### config.mk
export PLATFORM = sky130hd
export DESIGN_NAME = hbp_packer
export DESIGN_NICKNAME = d
export VERILOG_FILES = /design/src/design/hbp_pkg.sv /design/src/design/hbp_packer.sv
export SDC_FILE = /design/constraint.sdc
export NUM_CORES = 1
export LEC_CHECK = 0
export BUFFER_PORTS_ARGS = -buffer_cell sky130_fd_sc_hd__buf_4
export CAP_MARGIN = 20
export CORE_AREA = 5 5 126 128
export DETAILED_ROUTE_END_ITERATION = 10
export DIE_AREA = 0 0 131 133
export HOLD_SLACK_MARGIN = 0.03
export MAX_ROUTING_LAYER = met4
export PLACE_DENSITY_LB_ADDON = 0.25
export SLEW_MARGIN = 20
export SYNTH_ARGS = -nofsm -noshare
export SYNTH_HDL_FRONTEND = slang
export SYNTH_SLANG_ARGS = --single-unit
### constraint.sdc
create_clock -name clk -period 6.4 [get_ports clk]
set_input_delay 0.96 -clock clk [delete_from_list [all_inputs] [get_ports clk]]
set_output_delay 0.96 -clock clk [all_outputs]
set_load 0.005 [all_outputs]
### src/design/hbp_pkg.sv
// ----------------------------------------------------------------------------
// hbp_pkg
// Shared constants and types of the Huffman bit packer: code table geometry,
// item kinds and the structs that pass between the table and the packer.
// ----------------------------------------------------------------------------
package hbp_pkg;

	localparam int MAX_CODE_LEN = 32;
	localparam int SYMBOL_COUNT = 256;

	localparam int CODE_W  = 32;
	localparam int LEN_W   = 6;
	localparam int SYM_W   = 8;
	localparam int BYTE_W  = 8;
	localparam int ENTRY_W = CODE_W + LEN_W;
	localparam int TBL_AW  = $clog2(SYMBOL_COUNT);
	localparam int ACC_W   = CODE_W + BYTE_W;

	// Longest code that a table entry keeps.
	localparam int LEN_CAP = (MAX_CODE_LEN < CODE_W) ? MAX_CODE_LEN : CODE_W;

	localparam logic [1:0] KIND_LOAD   = 2'd0;
	localparam logic [1:0] KIND_ENCODE = 2'd1;
	localparam logic [1:0] KIND_END    = 2'd2;

	typedef struct packed {
		logic [CODE_W-1:0] bits;
		logic [LEN_W-1:0]  len;
	} entry_t;

	typedef struct packed {
		logic              en;
		logic [TBL_AW-1:0] addr;
		logic [CODE_W-1:0] code;
		logic [LEN_W-1:0]  len;
	} tbl_wr_t;

	typedef struct packed {
		logic              valid;
		logic [BYTE_W-1:0] data;
		logic              last;
		logic              trailer;
	} emit_t;

endpackage

### src/design/hbp_packer.sv
// ----------------------------------------------------------------------------
// hbp_packer
// Request sequencer and bit accumulator: issues table writes and lookups,
// appends looked-up codes to the pending byte and hands out finished bytes
// and the trailer one per cycle while the output takes them.
// ----------------------------------------------------------------------------
module hbp_packer (
	input  logic                       clk,
	input  logic                       arst_n,
	input  logic                       in_valid,
	output logic                       in_stall,
	input  logic [1:0]                 kind,
	input  logic [hbp_pkg::SYM_W-1:0]  symbol,
	input  logic [hbp_pkg::CODE_W-1:0] code_bits,
	input  logic [hbp_pkg::LEN_W-1:0]  code_length,
	output hbp_pkg::tbl_wr_t           tbl_wr,
	output logic                       rd_en,
	output logic [hbp_pkg::TBL_AW-1:0] rd_addr,
	input  hbp_pkg::entry_t            rd_entry,
	output hbp_pkg::emit_t             emit,
	input  logic                       emit_take
);

	localparam logic [1:0] S_IDLE = 2'd0;
	localparam logic [1:0] S_LOOK = 2'd1;
	localparam logic [1:0] S_EMIT = 2'd2;

	logic [1:0]                  state_q;
	logic [hbp_pkg::BYTE_W-1:0]  pending_q;
	logic [2:0]                  bf_q;
	logic [hbp_pkg::ACC_W-1:0]   acc_q;
	logic [2:0]                  nb_q;
	logic                        trl_pend_q;
	logic [3:0]                  trl_val_q;

	logic                        accept;
	logic                        sym_ok;
	logic [hbp_pkg::CODE_W-1:0]  code_l;
	logic [hbp_pkg::ACC_W-1:0]   acc_new;
	logic [hbp_pkg::ACC_W-1:0]   acc_rest;
	logic [hbp_pkg::LEN_W-1:0]   total;
	logic [2:0]                  nb_new;

	assign in_stall = (state_q != S_IDLE);
	assign accept   = in_valid && (state_q == S_IDLE);
	assign sym_ok   = {1'b0, symbol} < (hbp_pkg::SYM_W + 1)'(hbp_pkg::SYMBOL_COUNT);

	always_comb begin
		tbl_wr.en   = accept && (kind == hbp_pkg::KIND_LOAD) && sym_ok;
		tbl_wr.addr = symbol[hbp_pkg::TBL_AW-1:0];
		tbl_wr.code = code_bits;
		tbl_wr.len  = code_length;
	end

	assign rd_en   = accept && (kind == hbp_pkg::KIND_ENCODE) && sym_ok;
	assign rd_addr = symbol[hbp_pkg::TBL_AW-1:0];

	// The code is left-aligned and placed right after the bits already pending.
	always_comb begin
		code_l   = rd_entry.bits << (hbp_pkg::LEN_W'(hbp_pkg::CODE_W) - rd_entry.len);
		acc_new  = {pending_q, {hbp_pkg::CODE_W{1'b0}}}
		         | ({code_l, {hbp_pkg::BYTE_W{1'b0}}} >> bf_q);
		total    = hbp_pkg::LEN_W'(bf_q) + rd_entry.len;
		nb_new   = total[5:3];
		acc_rest = acc_new << {nb_new, 3'b000};
	end

	always_comb begin
		emit.valid = (state_q == S_EMIT);
		if (nb_q != 3'd0) begin
			emit.data    = acc_q[hbp_pkg::ACC_W-1 -: hbp_pkg::BYTE_W];
			emit.last    = (nb_q == 3'd1) && !trl_pend_q;
			emit.trailer = 1'b0;
		end else begin
			emit.data    = {4'd0, trl_val_q};
			emit.last    = 1'b1;
			emit.trailer = 1'b1;
		end
	end

	always_ff @(posedge clk or negedge arst_n) begin
		if (!arst_n) begin
			state_q    <= S_IDLE;
			pending_q  <= '0;
			bf_q       <= '0;
			acc_q      <= '0;
			nb_q       <= '0;
			trl_pend_q <= 1'b0;
			trl_val_q  <= '0;
		end else begin
			unique case (state_q)
				S_IDLE: begin
					if (rd_en) begin
						state_q <= S_LOOK;
					end else if (accept && (kind == hbp_pkg::KIND_END)) begin
						// Flush a partial byte, then the count of its valid bits.
						acc_q      <= {pending_q, {hbp_pkg::CODE_W{1'b0}}};
						nb_q       <= {2'b00, (bf_q != 3'd0)};
						trl_pend_q <= 1'b1;
						trl_val_q  <= (bf_q != 3'd0) ? {1'b0, bf_q} : 4'd8;
						pending_q  <= '0;
						bf_q       <= '0;
						state_q    <= S_EMIT;
					end
				end
				S_LOOK: begin
					acc_q      <= acc_new;
					nb_q       <= nb_new;
					trl_pend_q <= 1'b0;
					pending_q  <= acc_rest[hbp_pkg::ACC_W-1 -: hbp_pkg::BYTE_W];
					bf_q       <= total[2:0];
					state_q    <= (nb_new != 3'd0) ? S_EMIT : S_IDLE;
				end
				S_EMIT: begin
					if (emit_take) begin
						if (nb_q != 3'd0) begin
							acc_q <= acc_q << hbp_pkg::BYTE_W;
							nb_q  <= nb_q - 3'd1;
						end else begin
							trl_pend_q <= 1'b0;
						end
						if (emit.last) begin
							state_q <= S_IDLE;
						end
					end
				end
				default: begin
					state_q <= S_IDLE;
				end
			endcase
		end
	end

endmodule

==> flow_summary.json, run 1 <==
{
  "status": "complete, no violations",
  "antenna_cells": 0,
  "setup_viol": 0,
  "start_kind": "input port",
  "nets": 1021,
  "grt_overflow": 0,
  "cts_buffers": 9,
  "num_rows": 45,
  "io_pins": 158,
  "postCtsSetupBuffers": 0,
  "antenna_left": 0,
  "rsz0062_at_grt": "no",
  "yosys_warnings": 0,
  "peakVddDrop_mv": 0.197,
  "clock-sinks": 60,
  "cts_tree": "built",
  "crit_arrival_ns": 5.12,
  "grtUsageTotal_pct": 29.2,
  "clockRootBuffer": "clkbuf_16",
  "grt_max_degree": 61,
  "min_period_over_period_pct": 76.1,
  "wl_per_cell_um": 22.8,
  "dieArea_um2": 17400,
  "fill_cells": 1363,
  "path_class": "in -> reg",
  "drv_slew": 0,
  "routed_wl_um": 25400,
  "cts_resized": 0,
  "cts_htree_levels": 3,
  "max_freq_mhz": 205,
  "syn_area_um2": 7810,
  "die_y_um": 133,
  "synthesis.nets": 1061,
  "ctsHoldBuffers": 0,
  "p_leak_uw": 0.00338,
  "area_delta_synth_final_pct": 5.40,
  "worstPathMaxFanout": 40,
  "dp.final_hpwl_um": 18600,
  "ys_seq_area_share_pct": 19.2,
  "antenna_found_initial": 0,
  "first_global_vias": 7087,
  "drc": 0,
  "vias": 7818,
  "fin_crit_ns": 4.87,
  "grt_pass1_wl_um": 39800,
  "port_buffers": 57,
  "start_util_pct": 52.9,
  "setup_tns_ns": 0,
  "postSynthAreaPerCell_um2": 8.14,
  "first_pass_iters": 5,
  "first_iter_violations": 891,
  "synth_edf_count": 0,
  "max_cap_viol_count": 0,
  "netlist_instances": 959,
  "synthTopCellsByArea": "dfrtp_1 (19%), mux4_2 (8.4%), mux2i_1 (6.0%), buf_4 (5.9%), o21ai_0 (4.9%)",
  "clock_skew_ns": 0.00656,
  "ys_seq_elements": 60,
  "hp-class": "reg -> reg",
  "final_hold_viol_count": 0,
  "worst-slew-pin-transition_ns": 0.921,
  "relSlewSlack_pct": 38.6,
  "clk_latency_ns": 0.33,
  "path_clk_slew_ns": 0.05,
  "synth-async-reset-ratio_pct": 100,
  "synth.distinct_cells": 85,
  "finalWeightedCongestion": 1.05,
  "ys.flop_type": "dfrtp_1",
  "synth_top_area_share_pct": 19.2,
  "die_w_um": 131,
  "worstPathRequired_ns": 6.65,
  "final_common_cell": "nand2_1",
  "vias_per_cell": 7.03,
  "fin_util_pct": 55.8,
  "p_per_area_nw_per_um2": 344,
  "final_cell_mix": "nand2_1 (88), buf_4 (85), o21ai_0 (76), nor2_1 (60), dfrtp_1 (60)",
  "cts_buffer_depth": 2,
  "drive_above_1_share_pct": 18.6,
  "core_area_um2": 14800,
  "cp-end-kind": "register",
  "yosys.area.top_type": "dfrtp_1"
}
[where the power goes]
group          internal [uW]  leakage (uW)  switching [uW]
registers                465      0.000815            61.4
logic                    644       0.00239            1130
clock network            371      0.000169             166
total                   1480       0.00338            1350
[flip-flops by register name, indices dropped and copies added (netlist names)]
register    flops
trl_pend_q      1
nb_q            3
state_q         2
bf_q            3
trl_val_q       4
pending_q       8
acc_q          39
[layout make-up]
cell class	instances	area, um2	area share, %
tap	188	235	2.86
clock inverter	4	70.1	0.851
clock buffer	12	267	3.24
timing repair buffer	85	638	7.75
inverter	22	82.6	1.00
sequential	60	1500	18.2
multi-input combinational	741	5440	66.1
[stage by stage]
| step | instances | power, uW | cell area [um2] | hold WS [ns] | setup slack, ns |
|---|---|---|---|---|---|
| 2_1_floorplan | 959 | 1770 | 7810 | 0.442 | 1.74 |
| 3_3_place_gp | 1096 | 2240 | 7890 | 0.461 | 1.38 |
| 3_5_place_dp | 1096 | 2250 | 7890 | 0.464 | 1.30 |
| 4_1_cts | 1112 | 2790 | 8230 | 0.475 | 1.61 |
| 5_1_grt | 1112 | 3000 | 8230 | 0.504 | 1.30 |
| 6_report | 1112 | 2830 | 8230 | 0.470 | 1.53 |
[final timing paths]
| path | startpoint | cells past startpoint | slack (ns) | end |
|---|---|---|---|---|
| min in group asynchronous | arst_n | 1 | 0.71 | nb_q[2] |
| worst min register to register | acc_q[38] | 2 | 0.47 | acc_q[38] |
| max in group asynchronous | arst_n | 1 | 5.16 | acc_q[6] |
| worst min-delay path | acc_q[38] | 2 | 0.47 | acc_q[38] |
| worst max-delay path | rd_entry[1] | 13 | 1.53 | pending_q[5] |
| worst max register to register | bf_q[1] | 14 | 2.81 | pending_q[1] |
[metal layers]
layer	routed length, um	track usage [%]
met2	11600	43.8
met3	1700	3.35
met5	0	-
met4	1010	10.9
met1	11100	40.5
[critical path, stage by stage]
cell       delay (ns)
buf_4            0.17
inv_1            0.10
ha_2             0.94
buf_4            0.36
mux2i_1          0.17
mux2_2           0.30
a2111oi_0        0.71
a211oi_1         0.16
o22ai_1          0.34
o22ai_1          0.12
a2111oi_0        0.49
a21boi_1         0.14
o22ai_1          0.14
[synth_stat cells (20+ instances only)]
master	n
mux2i_1	47
a22oi_1	22
nor3_1	20
mux4_2	29
o21ai_0	76
buf_4	61
nand2_1	88
a21oi_1	52
inv_1	21
mux2_2	27
nor2_1	60
o31ai_1	20
nand3_1	31
dfrtp_1	60
clkbuf_1	46
[kinds of logic (layout without fill, tap and decap cells)]
group	count (synthesis)	in the layout	synth area share, %
buf+inv	158	123	11.2
compound gates	349	349	30.8
simple gates	263	263	16.0
flops	60	60	19.2
fa+ha+maj	12	12	2.02
xor+xnor	9	9	1.35
mux	108	108	19.4
(Power assumes the default switching activity.)
==> run 2: changes to the inputs <==
- ABC_AREA: not set -> 1
- CORE_AREA: 5 5 126 128 -> 5 5 122 124
- DIE_AREA: 0 0 131 133 -> 0 0 127 129
- clock period: 6.4 -> 4.4 ns (I/O delays scaled with it)
==> run 2 against run 1 <==
Net effect:
- cell area is 15% lower
- sequential cell count unchanged
- clock skew grew 0.00050 ns
- global-route usage decreased by 2.7 points
- hold slack worse by 0.062 ns
- non-clock buffer count shrank 16
- die area is 6.0% lower
- synthesized cell count up 12%
- count of clock-buffer cells in the layout decreased by 2
- core utilization decreased by 4.8 points
- via count down 6.6%
- critical path type is now reg -> reg
- largest power group unchanged
==> flow_summary.json, run 2 <==
{
  "synth_top_area_share_pct": 28.7,
  "ys_seq_elements": 60,
  "start_kind": "register",
  "drc": 0,
  "postCtsSetupBuffers": 0,
  "max_cap_viol_count": 0,
  "antenna_found_initial": 0,
  "nets": 1141,
  "first_pass_iters": 7,
  "cp-end-kind": "register",
  "synth.distinct_cells": 45,
  "synth_edf_count": 0,
  "drv_slew": 0,
  "cts_buffers": 9,
  "clock_skew_ns": 0.00706,
  "antenna_left": 0,
  "yosys_warnings": 0,
  "port_buffers": 57,
  "routed_wl_um": 20700,
  "first_iter_violations": 859,
  "synth_common_cells": "nand3_1 (382), nand2_1 (272), dfrtp_1 (60), buf_4 (58), inv_1 (47)",
  "syn_area_um2": 6650,
  "worst-slew-pin-transition_ns": 0.945,
  "final_cell_mix": "nand3_1 (382), nand2_1 (272), buf_4 (69), dfrtp_1 (60), inv_1 (47)",
  "max_freq_mhz": 292,
  "synthesis.nets": 1178,
  "largest_register": "acc_q",
  "crit_arrival_ns": 3.65,
  "grt_overflow": 0,
  "yosys.area.top_type": "nand3_1",
  "peakVddDrop_mv": 0.275,
  "clockRootBuffer": "clkbuf_16",
  "start_util_pct": 48.7,
  "cts_buffer_depth": 2,
  "clk_latency_ns": 0.33,
  "p_per_area_nw_per_um2": 586,
  "largest_reg_flops": 39,
  "die_w_um": 127,
  "vias_per_cell": 5.97,
  "status": "complete, no violations",
  "p_leak_uw": 0.00330,
  "rsz0062_at_grt": "no",
  "fill_cells": 1475,
  "ctsHoldBuffers": 0,
  "vias": 7305,
  "drive_above_1_share_pct": 12.4,
  "min_period_over_period_pct": 77.9,
  "fin_crit_ns": 3.43,
  "reg_top3": "acc_q: 39 flops, pending_q: 8 flops, trl_val_q: 4 flops",
  "clock-sinks": 60,
  "io_pins": 158,
  "synth-async-reset-ratio_pct": 100,
  "netlist_instances": 1076,
  "grt_max_degree": 61,
  "ys.flop_type": "dfrtp_1",
  "grt_pass1_wl_um": 34400,
  "area_delta_synth_final_pct": 4.70,
  "cts_tree": "built",
  "synthTopCellsByArea": "nand3_1 (29%), dfrtp_1 (23%), nand2_1 (15%), buf_4 (6.5%), inv_1 (2.7%)",
  "relSlewSlack_pct": 36.8,
  "final_common_cell": "nand3_1",
  "finalWeightedCongestion": 0.961,
  "grtUsageTotal_pct": 26.5,
  "cts_resized": 0,
  "dp.final_hpwl_um": 15700,
  "setup_tns_ns": 0,
  "holdWs_ns": 0.408,
  "final_hold_viol_count": 0,
  "first_global_vias": 6715,
  "ys_seq_area_share_pct": 22.6,
  "setup_viol": 0,
  "path_clk_slew_ns": 0.06,
  "cts_htree_levels": 3,
  "die_y_um": 129,
  "antenna_cells": 0,
  "core_area_um2": 13700,
  "worstPathMaxFanout": 35,
  "num_rows": 43,
  "dieArea_um2": 16400,
  "yosysMostFrequentCell": "nand3_1",
  "postSynthAreaPerCell_um2": 6.18,
  "wl_per_cell_um": 16.9,
  "path_class": "reg -> reg",
  "worstPathRequired_ns": 4.62,
  "hp-class": "in -> async"
}
## run 2: layout make-up
type                       count  area (um2)  share of cell area [%]
clock buffer                  10         239                    3.43
clock inverter                 6        63.8                   0.916
sequential                    60        1500                    21.6
tap                          180         225                    3.23
timing repair buffer          69         518                    7.44
inverter                      63         244                    3.50
multi-input combinational    836        4170                    59.9
## run 2: worst max-delay path: stages, from the launching register on
cell,delay [ns]
dfrtp_1,0.42
inv_1,0.10
ha_1,0.51
inv_1,0.31
o21ai_4,0.82
clkinv_1,0.75
o22ai_1,0.41
## run 2: through the flow
step / instances / cell area (um2) / setup slack (ns) / util, % / power, uW
detailed placement: 1208 / 6660 / 0.849 / 48.7 / 3330
finish: 1224 / 6960 / 0.975 / 51.0 / 4080
global placement: 1208 / 6660 / 0.846 / 48.7 / 3320
floorplan: 1076 / 6650 / 1.52 / - / 2650
global route: 1224 / 6960 / 0.728 / 51.0 / 4450
CTS: 1224 / 6960 / 1.02 / 51.0 / 4050
## run 2: worst paths after layout
path                                     end    startpoint  cells after the start  slack [ns]
worst min register to register  pending_q[3]  pending_q[3]                      2        0.48
max in group asynchronous           acc_q[9]        arst_n                      1        3.47
worst max-delay path                acc_q[4]    state_q[0]                      6        0.97
worst min-delay path               acc_q[20]        arst_n                      1        0.41
worst max register to register      acc_q[4]    state_q[0]                      6        0.97
min in group clk                pending_q[3]  pending_q[3]                      2        0.48
## run 2: logic make-up after synthesis
family | after synthesis | synth area share (%)
DFF | 60 | 22.6
and+or+nand+nor | 713 | 49.9
buffers and inverters | 180 | 14.8
AOI/OAI and AO/OA | 107 | 9.71
xor gates and xnor gates | 4 | 0.640
adders and majority gates | 12 | 2.37
## run 2: where the power goes
group          switching [uW]  total (uW)  internal, uW
registers                71.5         753           682
logic                    1810        2620           806
clock network             256         707           452
total                    2140        4080          1940
## run 2: layer usage
metal / up-vias / GRT usage [%] / wire length [um]
met5: - / - / 0
met4: 0 / 8.20 / 567
met3: 50 / 4.48 / 1480
met2: 327 / 41.0 / 9460
met1: 3366 / 35.7 / 9190
li1: 3562 / - / -
